`config.mk`:
```
export PLATFORM = sky130hd
export DESIGN_NAME = deadline_sorted_alarm_queue_flat
export DESIGN_NICKNAME = d
export VERILOG_FILES = /design/src/dsaq_pkg.sv /design/src/dsaq_ifs.sv /design/src/deadline_sorted_alarm_queue.sv /design/src/flat_wrapper.sv
export SDC_FILE = /design/constraint.sdc
export NUM_CORES = 2
export LEC_CHECK = 0
export BUFFER_PORTS_ARGS = -buffer_cell sky130_fd_sc_hd__buf_2
export CAP_MARGIN = 20
export CORE_ASPECT_RATIO = 1.75
export CORE_MARGIN = 4
export CORE_UTILIZATION = 34
export CTS_CLUSTER_DIAMETER = 150
export DETAILED_ROUTE_END_ITERATION = 10
export PLACE_DENSITY = 0.48
export SLEW_MARGIN = 25
export SYNTH_ARGS = -nofsm -noshare
export SYNTH_HDL_FRONTEND = slang
export SYNTH_SLANG_ARGS = --single-unit
```
`constraint.sdc`:
```
create_clock -name clk -period 27.8 [get_ports clk]
set_input_delay 2.78 -clock clk [delete_from_list [all_inputs] [get_ports clk]]
set_output_delay 2.78 -clock clk [all_outputs]
set_load 0.02 [all_outputs]
```
`src/dsaq_pkg.sv`:
```
// Shared constants for the deadline sorted alarm queue.
// Field widths, queue depth and the result codes; no dependencies.
`timescale 1ns / 1ps

package dsaq_pkg;

  localparam int QUEUE_DEPTH = 16;
  localparam int IDX_W       = (QUEUE_DEPTH > 1) ? $clog2(QUEUE_DEPTH) : 1;
  localparam int CNT_W       = $clog2(QUEUE_DEPTH + 1);

  localparam int TIME_W   = 64;
  localparam int ID_W     = 8;
  localparam int STATUS_W = 3;
  localparam int IRQ_W    = 2;

  localparam logic [TIME_W-1:0] TIME_MAX = '1;

  localparam logic [STATUS_W-1:0] ST_QUEUED  = 3'd0;
  localparam logic [STATUS_W-1:0] ST_PAST    = 3'd1;
  localparam logic [STATUS_W-1:0] ST_WOKEN   = 3'd2;
  localparam logic [STATUS_W-1:0] ST_SUMMARY = 3'd3;
  localparam logic [STATUS_W-1:0] ST_FULL    = 3'd4;

  localparam logic [IRQ_W-1:0] IRQ_NONE     = 2'd0;
  localparam logic [IRQ_W-1:0] IRQ_ENABLED  = 2'd1;
  localparam logic [IRQ_W-1:0] IRQ_DISABLED = 2'd2;

endpackage

```
`src/dsaq_ifs.sv`:
```
// Valid/ready channels of the alarm queue: request words in, result words out.
// Depends on dsaq_pkg for the field widths.
`timescale 1ns / 1ps

interface dsaq_in_if import dsaq_pkg::*; ();
  logic              valid;
  logic              ready;
  logic              req_type;
  logic [ID_W-1:0]   alarm_id;
  logic [TIME_W-1:0] base_time;
  logic [TIME_W-1:0] delay_counts;
  logic [TIME_W-1:0] now_time;

  modport source (output valid, req_type, alarm_id, base_time, delay_counts, now_time,
                  input ready);
  modport sink (input valid, req_type, alarm_id, base_time, delay_counts, now_time,
                output ready);
endinterface

interface dsaq_out_if import dsaq_pkg::*; ();
  logic                valid;
  logic                ready;
  logic [STATUS_W-1:0] status;
  logic [ID_W-1:0]     woken_id;
  logic [TIME_W-1:0]   wake_time;
  logic [TIME_W-1:0]   compare_value;
  logic                compare_written;
  logic [IRQ_W-1:0]    irq_change;
  logic                last;

  modport source (output valid, status, woken_id, wake_time, compare_value,
                  compare_written, irq_change, last, input ready);
  modport sink (input valid, status, woken_id, wake_time, compare_value,
                compare_written, irq_change, last, output ready);
endinterface

```
`src/deadline_sorted_alarm_queue.sv`:
```
// Alarm queue kept sorted by wake time, with its sequencer and entry storage.
// Depends on dsaq_pkg and the channel interfaces in dsaq_ifs.sv.
`timescale 1ns / 1ps

// Usage:
// in_if carries one request word: a sleep request (req_type 0) or a timer
// interrupt check (req_type 1). out_if returns result words; the final word
// of each request has last set. A sleep request gives one word, an interrupt
// check one word per woken alarm and a closing summary word.
// The block takes one request at a time. A single comparator and a single
// entry read port walk the queue one entry per cycle, except where a result
// word waits for the output register. A sleep request that is already past
// or finds the queue full is answered from the check state without a walk.
// The final word is valid in the cycle in which the block is ready again.
// The first walk finds the insert point or the due entries, the second
// shifts entries up or down.
// When out_if.ready is low the sequencer holds at the next result word and
// resumes when the output register is free.
// Reset empties the queue, sets the compare register to all ones and clears
// the interrupt enable. Entry storage is not cleared; only occupied entries
// are ever read.
module deadline_sorted_alarm_queue import dsaq_pkg::*; (
  input  logic        clk,
  input  logic        rst_n,
  dsaq_in_if.sink     in_if,
  dsaq_out_if.source  out_if
);

  localparam logic [2:0] S_IDLE    = 3'd0;
  localparam logic [2:0] S_CHK     = 3'd1;
  localparam logic [2:0] S_FIND    = 3'd2;
  localparam logic [2:0] S_SHIFT   = 3'd3;
  localparam logic [2:0] S_POP     = 3'd4;
  localparam logic [2:0] S_COMPACT = 3'd5;
  localparam logic [2:0] S_SUM     = 3'd6;

  logic [TIME_W-1:0] wake_q  [QUEUE_DEPTH];
  logic [ID_W-1:0]   owner_q [QUEUE_DEPTH];

  logic [2:0]        state_r, state_nxt;
  logic [CNT_W-1:0]  count_r, count_nxt;
  logic [CNT_W-1:0]  idx_r, idx_nxt;
  logic [CNT_W-1:0]  dst_r, dst_nxt;
  logic [IDX_W-1:0]  pos_r, pos_nxt;
  logic [TIME_W-1:0] key_r, key_nxt;
  logic [TIME_W-1:0] now_r, now_nxt;
  logic [ID_W-1:0]   id_r, id_nxt;
  logic [TIME_W-1:0] cmp_r, cmp_nxt;
  logic              irq_en_r, irq_en_nxt;

  logic                out_valid_r, out_valid_nxt;
  logic [STATUS_W-1:0] out_status_r;
  logic [ID_W-1:0]     out_id_r;
  logic [TIME_W-1:0]   out_wake_r;
  logic [TIME_W-1:0]   out_cmp_r;
  logic                out_cw_r;
  logic [IRQ_W-1:0]    out_irq_r;
  logic                out_last_r;

  logic                emit;
  logic [STATUS_W-1:0] e_status;
  logic [ID_W-1:0]     e_id;
  logic [TIME_W-1:0]   e_wake;
  logic [TIME_W-1:0]   e_cmp;
  logic                e_cw;
  logic [IRQ_W-1:0]    e_irq;
  logic                e_last;

  logic              wr_en;
  logic [IDX_W-1:0]  wr_idx;
  logic [TIME_W-1:0] wr_wake;
  logic [ID_W-1:0]   wr_owner;

  logic [IDX_W-1:0]  rd_idx;
  logic [TIME_W-1:0] rd_wake;
  logic [ID_W-1:0]   rd_owner;
  logic [TIME_W-1:0] cmp_a;
  logic              le;
  logic              in_range;
  logic              out_free;
  logic [TIME_W:0]   sum_full;
  logic [TIME_W-1:0] sat_wake;
  logic [CNT_W-1:0]  idx_m1;

  assign out_free = !out_valid_r || out_if.ready;
  assign in_range = idx_r < count_r;
  assign idx_m1   = idx_r - CNT_W'(1);

  // Saturating wake time of a sleep request, computed as the word is taken.
  assign sum_full = {1'b0, in_if.base_time} + {1'b0, in_if.delay_counts};
  assign sat_wake = sum_full[TIME_W] ? TIME_MAX : sum_full[TIME_W-1:0];

  // Single entry read port.
  always_comb begin
    unique case (state_r)
      S_SHIFT: rd_idx = idx_m1[IDX_W-1:0];
      S_SUM:   rd_idx = '0;
      default: rd_idx = idx_r[IDX_W-1:0];
    endcase
  end

  assign rd_wake  = wake_q[rd_idx];
  assign rd_owner = owner_q[rd_idx];

  // The shared comparator. While checking a sleep request it tests
  // now <= wake; otherwise it tests the addressed entry against the key.
  assign cmp_a = (state_r == S_CHK) ? now_r : rd_wake;
  assign le    = cmp_a <= key_r;

  always_comb begin
    state_nxt  = state_r;
    count_nxt  = count_r;
    idx_nxt    = idx_r;
    dst_nxt    = dst_r;
    pos_nxt    = pos_r;
    key_nxt    = key_r;
    now_nxt    = now_r;
    id_nxt     = id_r;
    cmp_nxt    = cmp_r;
    irq_en_nxt = irq_en_r;
    in_if.ready = 1'b0;

    emit     = 1'b0;
    e_status = ST_SUMMARY;
    e_id     = '0;
    e_wake   = '0;
    e_cmp    = cmp_r;
    e_cw     = 1'b0;
    e_irq    = IRQ_NONE;
    e_last   = 1'b1;

    wr_en    = 1'b0;
    wr_idx   = rd_idx;
    wr_wake  = rd_wake;
    wr_owner = rd_owner;

    unique case (state_r)
      S_IDLE: begin
        in_if.ready = 1'b1;
        if (in_if.valid) begin
          key_nxt   = in_if.req_type ? in_if.now_time : sat_wake;
          now_nxt   = in_if.now_time;
          id_nxt    = in_if.alarm_id;
          idx_nxt   = '0;
          state_nxt = in_if.req_type ? S_POP : S_CHK;
        end
      end

      S_CHK: begin
        e_id   = id_r;
        e_wake = key_r;
        if (!le) begin
          if (out_free) begin
            emit      = 1'b1;
            e_status  = ST_PAST;
            state_nxt = S_IDLE;
          end
        end else if (count_r == CNT_W'(QUEUE_DEPTH)) begin
          if (out_free) begin
            emit      = 1'b1;
            e_status  = ST_FULL;
            state_nxt = S_IDLE;
          end
        end else begin
          idx_nxt   = '0;
          state_nxt = S_FIND;
        end
      end

      // Walk past every entry due no later than the new alarm.
      S_FIND: begin
        if (in_range && le) begin
          idx_nxt = idx_r + CNT_W'(1);
        end else begin
          pos_nxt   = idx_r[IDX_W-1:0];
          idx_nxt   = count_r;
          state_nxt = S_SHIFT;
        end
      end

      // Move entries up one place from the tail down to the insert point.
      S_SHIFT: begin
        if (idx_r > CNT_W'(pos_r)) begin
          wr_en   = 1'b1;
          wr_idx  = idx_r[IDX_W-1:0];
          idx_nxt = idx_m1;
        end else if (out_free) begin
          wr_en      = 1'b1;
          wr_idx     = pos_r;
          wr_wake    = key_r;
          wr_owner   = id_r;
          count_nxt  = count_r + CNT_W'(1);
          irq_en_nxt = 1'b1;
          emit       = 1'b1;
          e_status   = ST_QUEUED;
          e_id       = id_r;
          e_wake     = key_r;
          e_irq      = irq_en_r ? IRQ_NONE : IRQ_ENABLED;
          if (pos_r == '0) begin
            cmp_nxt = key_r;
            e_cmp   = key_r;
            e_cw    = 1'b1;
          end
          state_nxt = S_IDLE;
        end
      end

      // Report due entries from the head; idx ends at the number popped.
      S_POP: begin
        if (in_range && le) begin
          if (out_free) begin
            emit     = 1'b1;
            e_status = ST_WOKEN;
            e_id     = rd_owner;
            e_wake   = rd_wake;
            e_last   = 1'b0;
            idx_nxt  = idx_r + CNT_W'(1);
          end
        end else begin
          dst_nxt   = '0;
          state_nxt = S_COMPACT;
        end
      end

      // Copy the remaining entries down to the head.
      S_COMPACT: begin
        if (in_range) begin
          wr_en   = 1'b1;
          wr_idx  = dst_r[IDX_W-1:0];
          idx_nxt = idx_r + CNT_W'(1);
          dst_nxt = dst_r + CNT_W'(1);
        end else begin
          count_nxt = dst_r;
          state_nxt = S_SUM;
        end
      end

      S_SUM: begin
        if (out_free) begin
          emit = 1'b1;
          if (count_r != '0) begin
            cmp_nxt = rd_wake;
            e_cmp   = rd_wake;
            e_cw    = 1'b1;
          end else begin
            e_irq      = irq_en_r ? IRQ_DISABLED : IRQ_NONE;
            irq_en_nxt = 1'b0;
          end
          state_nxt = S_IDLE;
        end
      end

      default: begin
        state_nxt = S_IDLE;
      end
    endcase
  end

  always_comb begin
    out_valid_nxt = out_valid_r;
    if (emit) begin
      out_valid_nxt = 1'b1;
    end else if (out_if.ready) begin
      out_valid_nxt = 1'b0;
    end
  end

  always_ff @(posedge clk) begin
    if (!rst_n) begin
      state_r     <= S_IDLE;
      count_r     <= '0;
      cmp_r       <= TIME_MAX;
      irq_en_r    <= 1'b0;
      out_valid_r <= 1'b0;
    end else begin
      state_r     <= state_nxt;
      count_r     <= count_nxt;
      cmp_r       <= cmp_nxt;
      irq_en_r    <= irq_en_nxt;
      out_valid_r <= out_valid_nxt;
    end
  end

  always_ff @(posedge clk) begin
    idx_r <= idx_nxt;
    dst_r <= dst_nxt;
    pos_r <= pos_nxt;
    key_r <= key_nxt;
    now_r <= now_nxt;
    id_r  <= id_nxt;
    if (emit) begin
      out_status_r <= e_status;
      out_id_r     <= e_id;
      out_wake_r   <= e_wake;
      out_cmp_r    <= e_cmp;
      out_cw_r     <= e_cw;
      out_irq_r    <= e_irq;
      out_last_r   <= e_last;
    end
  end

  always_ff @(posedge clk) begin
    if (wr_en) begin
      wake_q[wr_idx]  <= wr_wake;
      owner_q[wr_idx] <= wr_owner;
    end
  end

  assign out_if.valid           = out_valid_r;
  assign out_if.status          = out_status_r;
  assign out_if.woken_id        = out_id_r;
  assign out_if.wake_time       = out_wake_r;
  assign out_if.compare_value   = out_cmp_r;
  assign out_if.compare_written = out_cw_r;
  assign out_if.irq_change      = out_irq_r;
  assign out_if.last            = out_last_r;

`ifndef SYNTHESIS
  // A queue holding alarms always has the timer interrupt enabled.
  a_irq_when_queued: assert property (@(posedge clk) disable iff (!rst_n)
    (count_r != '0) |-> irq_en_r)
    else $error("queue holds alarms while the interrupt is disabled");

  a_count_bound: assert property (@(posedge clk) disable iff (!rst_n)
    count_r <= CNT_W'(QUEUE_DEPTH))
    else $error("entry count above queue depth");

  a_woken_not_last: assert property (@(posedge clk) disable iff (!rst_n)
    (out_valid_r && out_status_r == ST_WOKEN) |-> !out_last_r)
    else $error("woken alarm word marked as last");

  // A new head loads the compare register with its own wake time.
  a_head_compare: assert property (@(posedge clk) disable iff (!rst_n)
    (out_valid_r && out_status_r == ST_QUEUED && out_cw_r) |->
      (out_cmp_r == out_wake_r))
    else $error("new head did not load the compare register");
`endif

endmodule

```
`src/flat_wrapper.sv`:
```
// flat-port wrapper written by rule: the top's interface ports become plain ports
module deadline_sorted_alarm_queue_flat import dsaq_pkg::*;
  (clk, rst_n, in_if_valid, in_if_req_type, in_if_alarm_id, in_if_base_time, in_if_delay_counts, in_if_now_time, in_if_ready, out_if_valid, out_if_status, out_if_woken_id, out_if_wake_time, out_if_compare_value, out_if_compare_written, out_if_irq_change, out_if_last, out_if_ready);
  dsaq_in_if in_if_i ();
  dsaq_out_if out_if_i ();
  input  logic clk;
  input  logic rst_n;
  input wire logic [$bits(in_if_i.valid)-1:0] in_if_valid;
  input wire logic [$bits(in_if_i.req_type)-1:0] in_if_req_type;
  input wire logic [$bits(in_if_i.alarm_id)-1:0] in_if_alarm_id;
  input wire logic [$bits(in_if_i.base_time)-1:0] in_if_base_time;
  input wire logic [$bits(in_if_i.delay_counts)-1:0] in_if_delay_counts;
  input wire logic [$bits(in_if_i.now_time)-1:0] in_if_now_time;
  output wire logic [$bits(in_if_i.ready)-1:0] in_if_ready;
  output wire logic [$bits(out_if_i.valid)-1:0] out_if_valid;
  output wire logic [$bits(out_if_i.status)-1:0] out_if_status;
  output wire logic [$bits(out_if_i.woken_id)-1:0] out_if_woken_id;
  output wire logic [$bits(out_if_i.wake_time)-1:0] out_if_wake_time;
  output wire logic [$bits(out_if_i.compare_value)-1:0] out_if_compare_value;
  output wire logic [$bits(out_if_i.compare_written)-1:0] out_if_compare_written;
  output wire logic [$bits(out_if_i.irq_change)-1:0] out_if_irq_change;
  output wire logic [$bits(out_if_i.last)-1:0] out_if_last;
  input wire logic [$bits(out_if_i.ready)-1:0] out_if_ready;
  assign in_if_i.valid = in_if_valid;
  assign in_if_i.req_type = in_if_req_type;
  assign in_if_i.alarm_id = in_if_alarm_id;
  assign in_if_i.base_time = in_if_base_time;
  assign in_if_i.delay_counts = in_if_delay_counts;
  assign in_if_i.now_time = in_if_now_time;
  assign in_if_ready = in_if_i.ready;
  assign out_if_valid = out_if_i.valid;
  assign out_if_status = out_if_i.status;
  assign out_if_woken_id = out_if_i.woken_id;
  assign out_if_wake_time = out_if_i.wake_time;
  assign out_if_compare_value = out_if_i.compare_value;
  assign out_if_compare_written = out_if_i.compare_written;
  assign out_if_irq_change = out_if_i.irq_change;
  assign out_if_last = out_if_i.last;
  assign out_if_i.ready = out_if_ready;
  deadline_sorted_alarm_queue u_core (.clk(clk), .rst_n(rst_n), .in_if(in_if_i), .out_if(out_if_i));
endmodule
```
Yosys cells after proc, flatten, opt, wreduce, memory -nomap -nowiden:

Memories as Yosys holds them, arrays and structs flattened.
Cells that the tools add are included.

* memories: 2
* output and inout bits: 145
* input bits: 205
* word-level logic and storage cells: 167
* register bits after elaboration: 367
* RAM bits: 1152

* bitwise gates (word level): 1
* equality and inequality tests: 21
* $lt $le $gt $ge: 3
* reductions and logical operators: 19
* add/subtract/negate cells: 5
* multiplexer cells: 98

Memory list
* u_core.wake_q: depth 16, width 64, rd ports 1, clocked after memory_dff 0, wr ports 1, line deadline_sorted_alarm_queue.sv:37 `logic [TIME_W-1:0] wake_q [QUEUE_DEPTH];`
* u_core.owner_q: depth 16, width 8, rd ports 1, clocked after memory_dff 0, wr ports 1, line deadline_sorted_alarm_queue.sv:38 `logic [ID_W-1:0] owner_q [QUEUE_DEPTH];`

Operators with widths (count)
* $mux 64: 15
* $pmux 64 s3: 1
* $pmux 64 s2: 1
* $add 64x64->65: 1
* $mux 5: 13
* $le 64x64->1: 1
* $mux 8: 7
* $mux 3: 14
* $pmux 5 s6: 1
* $mux 1: 24
* $pmux 8 s3: 1
* $pmux 3 s7: 1
* $pmux 5 s2: 2
* $pmux 4 s2: 2
* $add 5x1->5 const B: 3
* $mux 2: 7
* $ne 2x1->1 const B: 7
* $ne 2x2->1 const B: 7
* $mux 4: 3
* $reduce_and 5->1: 2
* $eq 3x3->1 const B: 3
* $pmux 3 s3: 1
* $reduce_and 8->1: 1
* $reduce_bool 2->1: 4
* 20 further kinds: 25

Depth between registers and ports, before layout:

An unclocked memory read counts as a cell.

* depth in word-level cells: 9
* gate-level depth with buffers: 26
* mapped depth without buffers: 22

Worst setup path before layout:

OpenSTA, ideal clock, no wires.

* kind: register to register
* start point: register u_core.idx_r[0]
* end point: register u_core.out_cmp_r[0], in the netlist u_core.out_if.compare_value[0] (enable)
* data required time: 27.107 ns
* clock period less this slack: 12.455 ns
* path buffers: 3
* stages on the path, launching flop included: 23
* setup time: 0.693 ns
* path slack: 15.345 ns
* arrival time: 11.762 ns
* cell sequence: edfxtp_1 -> inv_1 -> ha_1 -> nor2_1 -> a21oi_1 -> o21ai_0 -> buf_2 -> buf_2 -> clkbuf_1 -> mux4_2 -> a211oi_1 -> a31oi_1 -> mux2_2 -> ha_1 -> and3_1 -> a221o_1 -> a221oi_1 -> o211ai_1 -> a21oi_1 -> o221ai_1 -> a21oi_2 -> o21ai_0 -> a21oi_1

* word-level cells in the longest chain between the ends: 8
* elaborated cells between the ends (all ways): 12
* those cells by class: add/sub: 1; order compare: 3; mux: 6; reduce/logical: 1; memory: 1

RTL lines
* from (decl): line deadline_sorted_alarm_queue.sv:42 `logic [CNT_W-1:0] idx_r, idx_nxt;`
* from (signal assigned): line deadline_sorted_alarm_queue.sv:285 `idx_r <= idx_nxt;`
* $sub 5x1->5: line deadline_sorted_alarm_queue.sv:87 `assign idx_m1 = idx_r - CNT_W'(1);`
* $pmux 4 s2: line deadline_sorted_alarm_queue.sv:95 `unique case (state_r)`
* $mem_v2 16x64
* $mux 64: line deadline_sorted_alarm_queue.sv:107 `assign cmp_a = (state_r == S_CHK) ? now_r : rd_wake;`
* $le 64x64->1: line deadline_sorted_alarm_queue.sv:108 `assign le = cmp_a <= key_r;`
* $logic_and 1x1->1: line deadline_sorted_alarm_queue.sv:210 `if (in_range && le) begin`
* $mux 1: line deadline_sorted_alarm_queue.sv:210
* $pmux 1 s4 *: line deadline_sorted_alarm_queue.sv:137 `unique case (state_r)`
* named net u_core.emit: line deadline_sorted_alarm_queue.sv:60 `logic emit;`
* to (signal assigned): line deadline_sorted_alarm_queue.sv:295 `out_cmp_r <= e_cmp;`
* to (decl): line deadline_sorted_alarm_queue.sv:55 `logic [TIME_W-1:0] out_cmp_r;`

The timed path passes the listed nets; every way through them passes the cells marked *.
A chain may end at the register's enable or synchronous reset.

Final worst setup path:

* start point: register u_core.state_r[2]
* end point: register u_core.out_cmp_r[55], in the netlist u_core.out_if.compare_value[55] (enable)

* word-level cells in the longest chain between the ends: 8
* elaborated cells between the ends (all ways): 12
* those cells by class: order compare: 1; eq/ne: 4; mux: 5; reduce/logical: 1; memory: 1

RTL lines
* from (decl): line deadline_sorted_alarm_queue.sv:40 `logic [2:0] state_r, state_nxt;`
* from (signal assigned): line deadline_sorted_alarm_queue.sv:276 `state_r <= state_nxt;`
* $eq 3x3->1 or $eq 3x2->1 (tied branches): line deadline_sorted_alarm_queue.sv:95, deadline_sorted_alarm_queue.sv:137
* $pmux 4 s2: line deadline_sorted_alarm_queue.sv:95
* $mem_v2 16x64
* $mux 64: line deadline_sorted_alarm_queue.sv:107
* $le 64x64->1: line deadline_sorted_alarm_queue.sv:108
* $logic_and 1x1->1: line deadline_sorted_alarm_queue.sv:210
* $mux 1: line deadline_sorted_alarm_queue.sv:210
* $pmux 1 s4 *: line deadline_sorted_alarm_queue.sv:137
* named net u_core.emit: line deadline_sorted_alarm_queue.sv:60

Marks and branches as above.

==> impl_metrics.prom <==
# TYPE chip_impl_metric gauge
chip_impl_metric{name="pwr_density_cell",unit="nW/um2"} 122
chip_impl_metric{name="p_seq_frac",unit=""} 0.374
chip_impl_metric{name="wl_per_cell",unit="um"} 30.4
chip_impl_info{name="critPathTopFamily",value="buffers and inverters"} 1
chip_impl_metric{name="worst_hold_path.num_cells",unit=""} 2
chip_impl_metric{name="comb_power_share",unit=""} 0.413
chip_impl_metric{name="post_synth_num_cell_types",unit=""} 71
chip_impl_info{name="synth.top_cells.by_area",value="edfxtp_1 (67%), mux4_2 (10%), ha_1 (2.8%), nand2_1 (2.5%), dfxtp_1 (2.3%)"} 1
chip_impl_metric{name="synth_top_cell_area_share",unit=""} 0.667
chip_impl_metric{name="area_growth_syn_to_layout",unit="%"} 15.4
chip_impl_metric{name="place.detailed.hpwl",unit="mm"} 135
chip_impl_metric{name="timing.clock.skew",unit="ns"} 0.0587
chip_impl_metric{name="total_nets_after_synthesis",unit=""} 4388
chip_impl_metric{name="finalSetupViolCount",unit=""} 0
chip_impl_info{name="grt_setup_unrepaired",value="no"} 1
chip_impl_metric{name="core.rowCount",unit=""} 212
chip_impl_metric{name="io-pin-count",unit=""} 350
chip_impl_metric{name="critPathArrivalTime",unit="ns"} 11.24
chip_impl_metric{name="finalNetCount",unit=""} 4831
chip_impl_info{name="run_status",value="completed"} 1
chip_impl_metric{name="core_area",unit="um2"} 190000
chip_impl_metric{name="power_switching",unit="mW"} 3.33
chip_impl_metric{name="slowest_delay",unit="ns"} 0.82
chip_impl_metric{name="timing.max_slew.rel_slack",unit=""} 0.257
chip_impl_metric{name="multi_input_comb_area",unit="um2"} 19200
chip_impl_metric{name="cap_viol_max_count",unit=""} 0
chip_impl_metric{name="cts_max_path_buffers",unit=""} 4
chip_impl_metric{name="synth-edff-count",unit=""} 1445
chip_impl_metric{name="grt_remaining_overflow",unit=""} 0
chip_impl_info{name="critPathMostFrequentCell",value="buf_4"} 1
chip_impl_metric{name="dr.pass1.iters",unit=""} 6
chip_impl_metric{name="final_cycle_utilization_of_the_critical_path",unit=""} 0.390
chip_impl_info{name="worstSetupEndpointType",value="flip-flop"} 1
chip_impl_metric{name="sequential_cell_area",unit="um2"} 44900
chip_impl_metric{name="syn_avg_cell_area",unit="um2"} 16.1
chip_impl_metric{name="synth_cells",unit=""} 4038
chip_impl_metric{name="cell_internal_power",unit="mW"} 5.87
chip_impl_metric{name="power.clock.fraction",unit=""} 0.213
chip_impl_metric{name="p_sw_frac",unit=""} 0.362
chip_impl_metric{name="dieArea",unit="um2"} 199000
chip_impl_metric{name="min_period",unit="ns"} 10.85
chip_impl_metric{name="dieHeight",unit="um"} 587
chip_impl_metric{name="gr-usage-all-layers",unit=""} 0.210
chip_impl_info{name="min-delay-path-class",value="reg2reg"} 1
chip_impl_metric{name="tightestPinTransition",unit="ns"} 1.11
chip_impl_metric{name="post_cts.repair.setup_buffers",unit=""} 0
chip_impl_info{name="root_buffer",value="clkbuf_16"} 1
chip_impl_metric{name="ys_warn_count",unit=""} 0
chip_impl_info{name="post-synth-top-count-cell",value="edfxtp_1"} 1
chip_impl_metric{name="async_reset_ff_frac",unit=""} 0
chip_impl_metric{name="mappedNetlistArea",unit="um2"} 65100
chip_impl_info{name="netlist_top_cells_count",value="edfxtp_1 (1445), nand2_1 (430), mux4_2 (288), a21oi_1 (144), ha_1 (144)"} 1
chip_impl_metric{name="insertion_delay",unit="ns"} 0.79
chip_impl_metric{name="timing.critical_path.depth",unit=""} 25
chip_impl_metric{name="io_buffers",unit=""} 349
chip_impl_metric{name="seq_area_frac_synth",unit=""} 0.690
chip_impl_metric{name="finish.instance_area",unit="um2"} 75100
chip_impl_metric{name="cp.required",unit="ns"} 28.19
chip_impl_metric{name="cts_bufs_inserted",unit=""} 148
chip_impl_metric{name="grt_antenna_before_repair",unit=""} 19
chip_impl_metric{name="timing.hold.ws",unit="ns"} 0.486
chip_impl_info{name="timing.critical_path.from_type",value="flip-flop"} 1
chip_impl_info{name="cts_tree",value="built"} 1
chip_impl_metric{name="timing.critical_path.fanout_max",unit=""} 76
chip_impl_info{name="synth.largest_area_cell",value="edfxtp_1"} 1
chip_impl_metric{name="maximum_number_of_pins_on_one_net_before_global_route_repair",unit=""} 91
chip_impl_metric{name="ctsHtreeMaxLevel",unit=""} 4
chip_impl_metric{name="ctsResizeCount",unit=""} 0
chip_impl_metric{name="gp_routability_congestion",unit=""} 0.842
chip_impl_metric{name="slew_violations",unit=""} 0
chip_impl_metric{name="avgViaCountPerCell",unit=""} 5.52
chip_impl_metric{name="final_layout_size_suffix_gt1_frac",unit=""} 0.252
chip_impl_metric{name="detailedRoute.firstIterationViolations",unit=""} 3440
chip_impl_info{name="timing_worst_setup_path_type",value="reg2reg"} 1
chip_impl_metric{name="initial_core_util",unit=""} 0.342
chip_impl_metric{name="critical_path_buf_inv_count",unit=""} 7
chip_impl_metric{name="fmax",unit="GHz"} 0.0922
chip_impl_metric{name="route.antenna.remaining_nets",unit=""} 0
chip_impl_metric{name="p_leak",unit="nW"} 25.4
chip_impl_metric{name="final.setup.tns",unit="ns"} 0
chip_impl_info{name="ys_dominant_reg_cell",value="edfxtp_1"} 1
chip_impl_metric{name="wire_length_of_the_first_global_routing_pass",unit="mm"} 302
chip_impl_metric{name="drt_drc_violations_left",unit=""} 0
chip_impl_metric{name="layout.core_utilization",unit=""} 0.394
chip_impl_metric{name="routed_wirelength",unit="mm"} 214
chip_impl_metric{name="worstRegToRegCells",unit=""} 25
chip_impl_metric{name="final_hold_viols",unit=""} 0
chip_impl_metric{name="placedInstanceArea",unit="um2"} 70500
chip_impl_metric{name="via_count",unit=""} 38900
chip_impl_metric{name="num-fill-cells",unit=""} 17600
chip_impl_metric{name="horizontal_extent_of_the_die",unit="um"} 339
chip_impl_metric{name="grt_pass1_vias",unit=""} 40000
chip_impl_metric{name="synth.ff_latch_count",unit=""} 1519
chip_impl_metric{name="max-vdd-ir-drop",unit="mV"} 0.0952
chip_impl_metric{name="numClockSinks",unit=""} 1519
chip_impl_info{name="critical_path.slowest_cell",value="buf_4"} 1
chip_impl_metric{name="cts_hold_repair.buffers",unit=""} 0
chip_impl_metric{name="clkSlewWorstSetupHoldPaths",unit="ns"} 0.06
==> layer usage <==
layer	GRT usage	up-vias	wire length, um
met5	0	-	56
met4	0.0734	10	8150
met3	0.0265	308	10900
met2	0.372	1305	109000
met1	0.266	20500	86300
li1	-	16800	-
==> logic make-up (layout without fill, tap and decap cells) <==
logic type               after synthesis  after routing  synth area share
AO/OA/AOI/OAI                        753            753            0.0782
XOR/XNOR                              70             70           0.00942
adder cells (fa/ha/maj)              145            145            0.0280
buffers and inverters                323            872            0.0206
flip-flops                          1519           1519             0.690
multiplexers                         367            367             0.113
other                                  0              9                 0
AND/OR/NAND/NOR                      861            861            0.0610
==> layout by cell type (no fill, tap or decap), types with 31 or more instances in the layout <==
| cell type | synthesis | final |
|---|---|---|
| a211oi_1 | 82 | 80 |
| a21o_1 | 64 | 64 |
| a21oi_1 | 144 | 142 |
| a22o_1 | 74 | 73 |
| a22oi_1 | 70 | 70 |
| a31oi_1 | 86 | 86 |
| and2_1 | 83 | 82 |
| buf_2 | 60 | 348 |
| buf_4 | 0 | 158 |
| clkbuf_1 | 134 | 38 |
| clkbuf_16 | 0 | 149 |
| dfxtp_1 | 74 | 74 |
| edfxtp_1 | 1445 | 1445 |
| ha_1 | 144 | 144 |
| inv_1 | 105 | 105 |
| mux2_2 | 75 | 74 |
| mux4_2 | 288 | 288 |
| nand2_1 | 430 | 428 |
| nand3_1 | 90 | 90 |
| nand4_1 | 31 | 31 |
| nor2_1 | 92 | 73 |
| nor2b_1 | 72 | 71 |
| o21ai_0 | 128 | 125 |
| xor2_1 | 38 | 33 |
==> final cells by class <==
cell class | instances | share of cell area
multi-input combinational | 2196 | 0.255
timing repair buffer | 511 | 0.0402
antenna | 9 | 0.000300
sequential | 1519 | 0.597
clock inverter | 61 | 0.00758
inverter | 105 | 0.00525
clock buffer | 195 | 0.0530
tap | 2461 | 0.0410
==> flip-flops by register name, summed over array words and instances, names as in the netlist, 8 cells and up <==
name	cells
u_core.cmp_r	64
u_core.id_r	8
u_core.key_r	64
u_core.now_r	64
u_core.out_if.compare_value	64
u_core.out_if.wake_time	64
u_core.out_if.woken_id	8
u_core.owner_q	128
u_core.wake_q	1024
==> tightest hold or removal path, stage by stage, from the launching register on <==
cell     delay, ns
dfxtp_1       0.31
a22oi_1       0.07
nand3_1       0.08
==> per-stage QoR <==
| step | std cells | setup slack (ns) | total power [mW] |
|---|---|---|---|
| 5_1_grt | 7049 | 16.37 | 9.66 |
| 6_report | 7057 | 16.95 | 9.20 |
| 3_3_place_gp | 6791 | 17.13 | 7.31 |
| 2_1_floorplan | 4038 | 15.35 | 5.94 |
| 4_1_cts | 7048 | 16.99 | 9.30 |
| 3_5_place_dp | 6792 | 17.01 | 7.33 |
==> path summary, 6_finish.rpt <==
check | from | end | slack, ns
worst max-delay path | u_core.state_r[2] | u_core.out_if.compare_value[55] | 16.95
worst min-delay path | u_core.cmp_r[38] | u_core.cmp_r[38] | 0.49
worst max register to register | u_core.state_r[2] | u_core.out_if.compare_value[55] | 16.95
worst min register to register | u_core.cmp_r[38] | u_core.cmp_r[38] | 0.49
==> power by group through the flow <==
| stage | Sequential (mW) | Combinational (mW) | Clock (mW) |
|---|---|---|---|
| 3_3_place_gp | 3.49 | 3.82 | 0 |
| 4_1_cts | 3.44 | 3.86 | 2.00 |
| 2_1_floorplan | 3.56 | 2.39 | 0 |
| 5_1_grt | 3.45 | 4.13 | 2.09 |
| 3_5_place_dp | 3.49 | 3.85 | 0 |
| 6_report | 3.44 | 3.80 | 1.96 |
No activity file was read; power rests on OpenSTA's default activity.
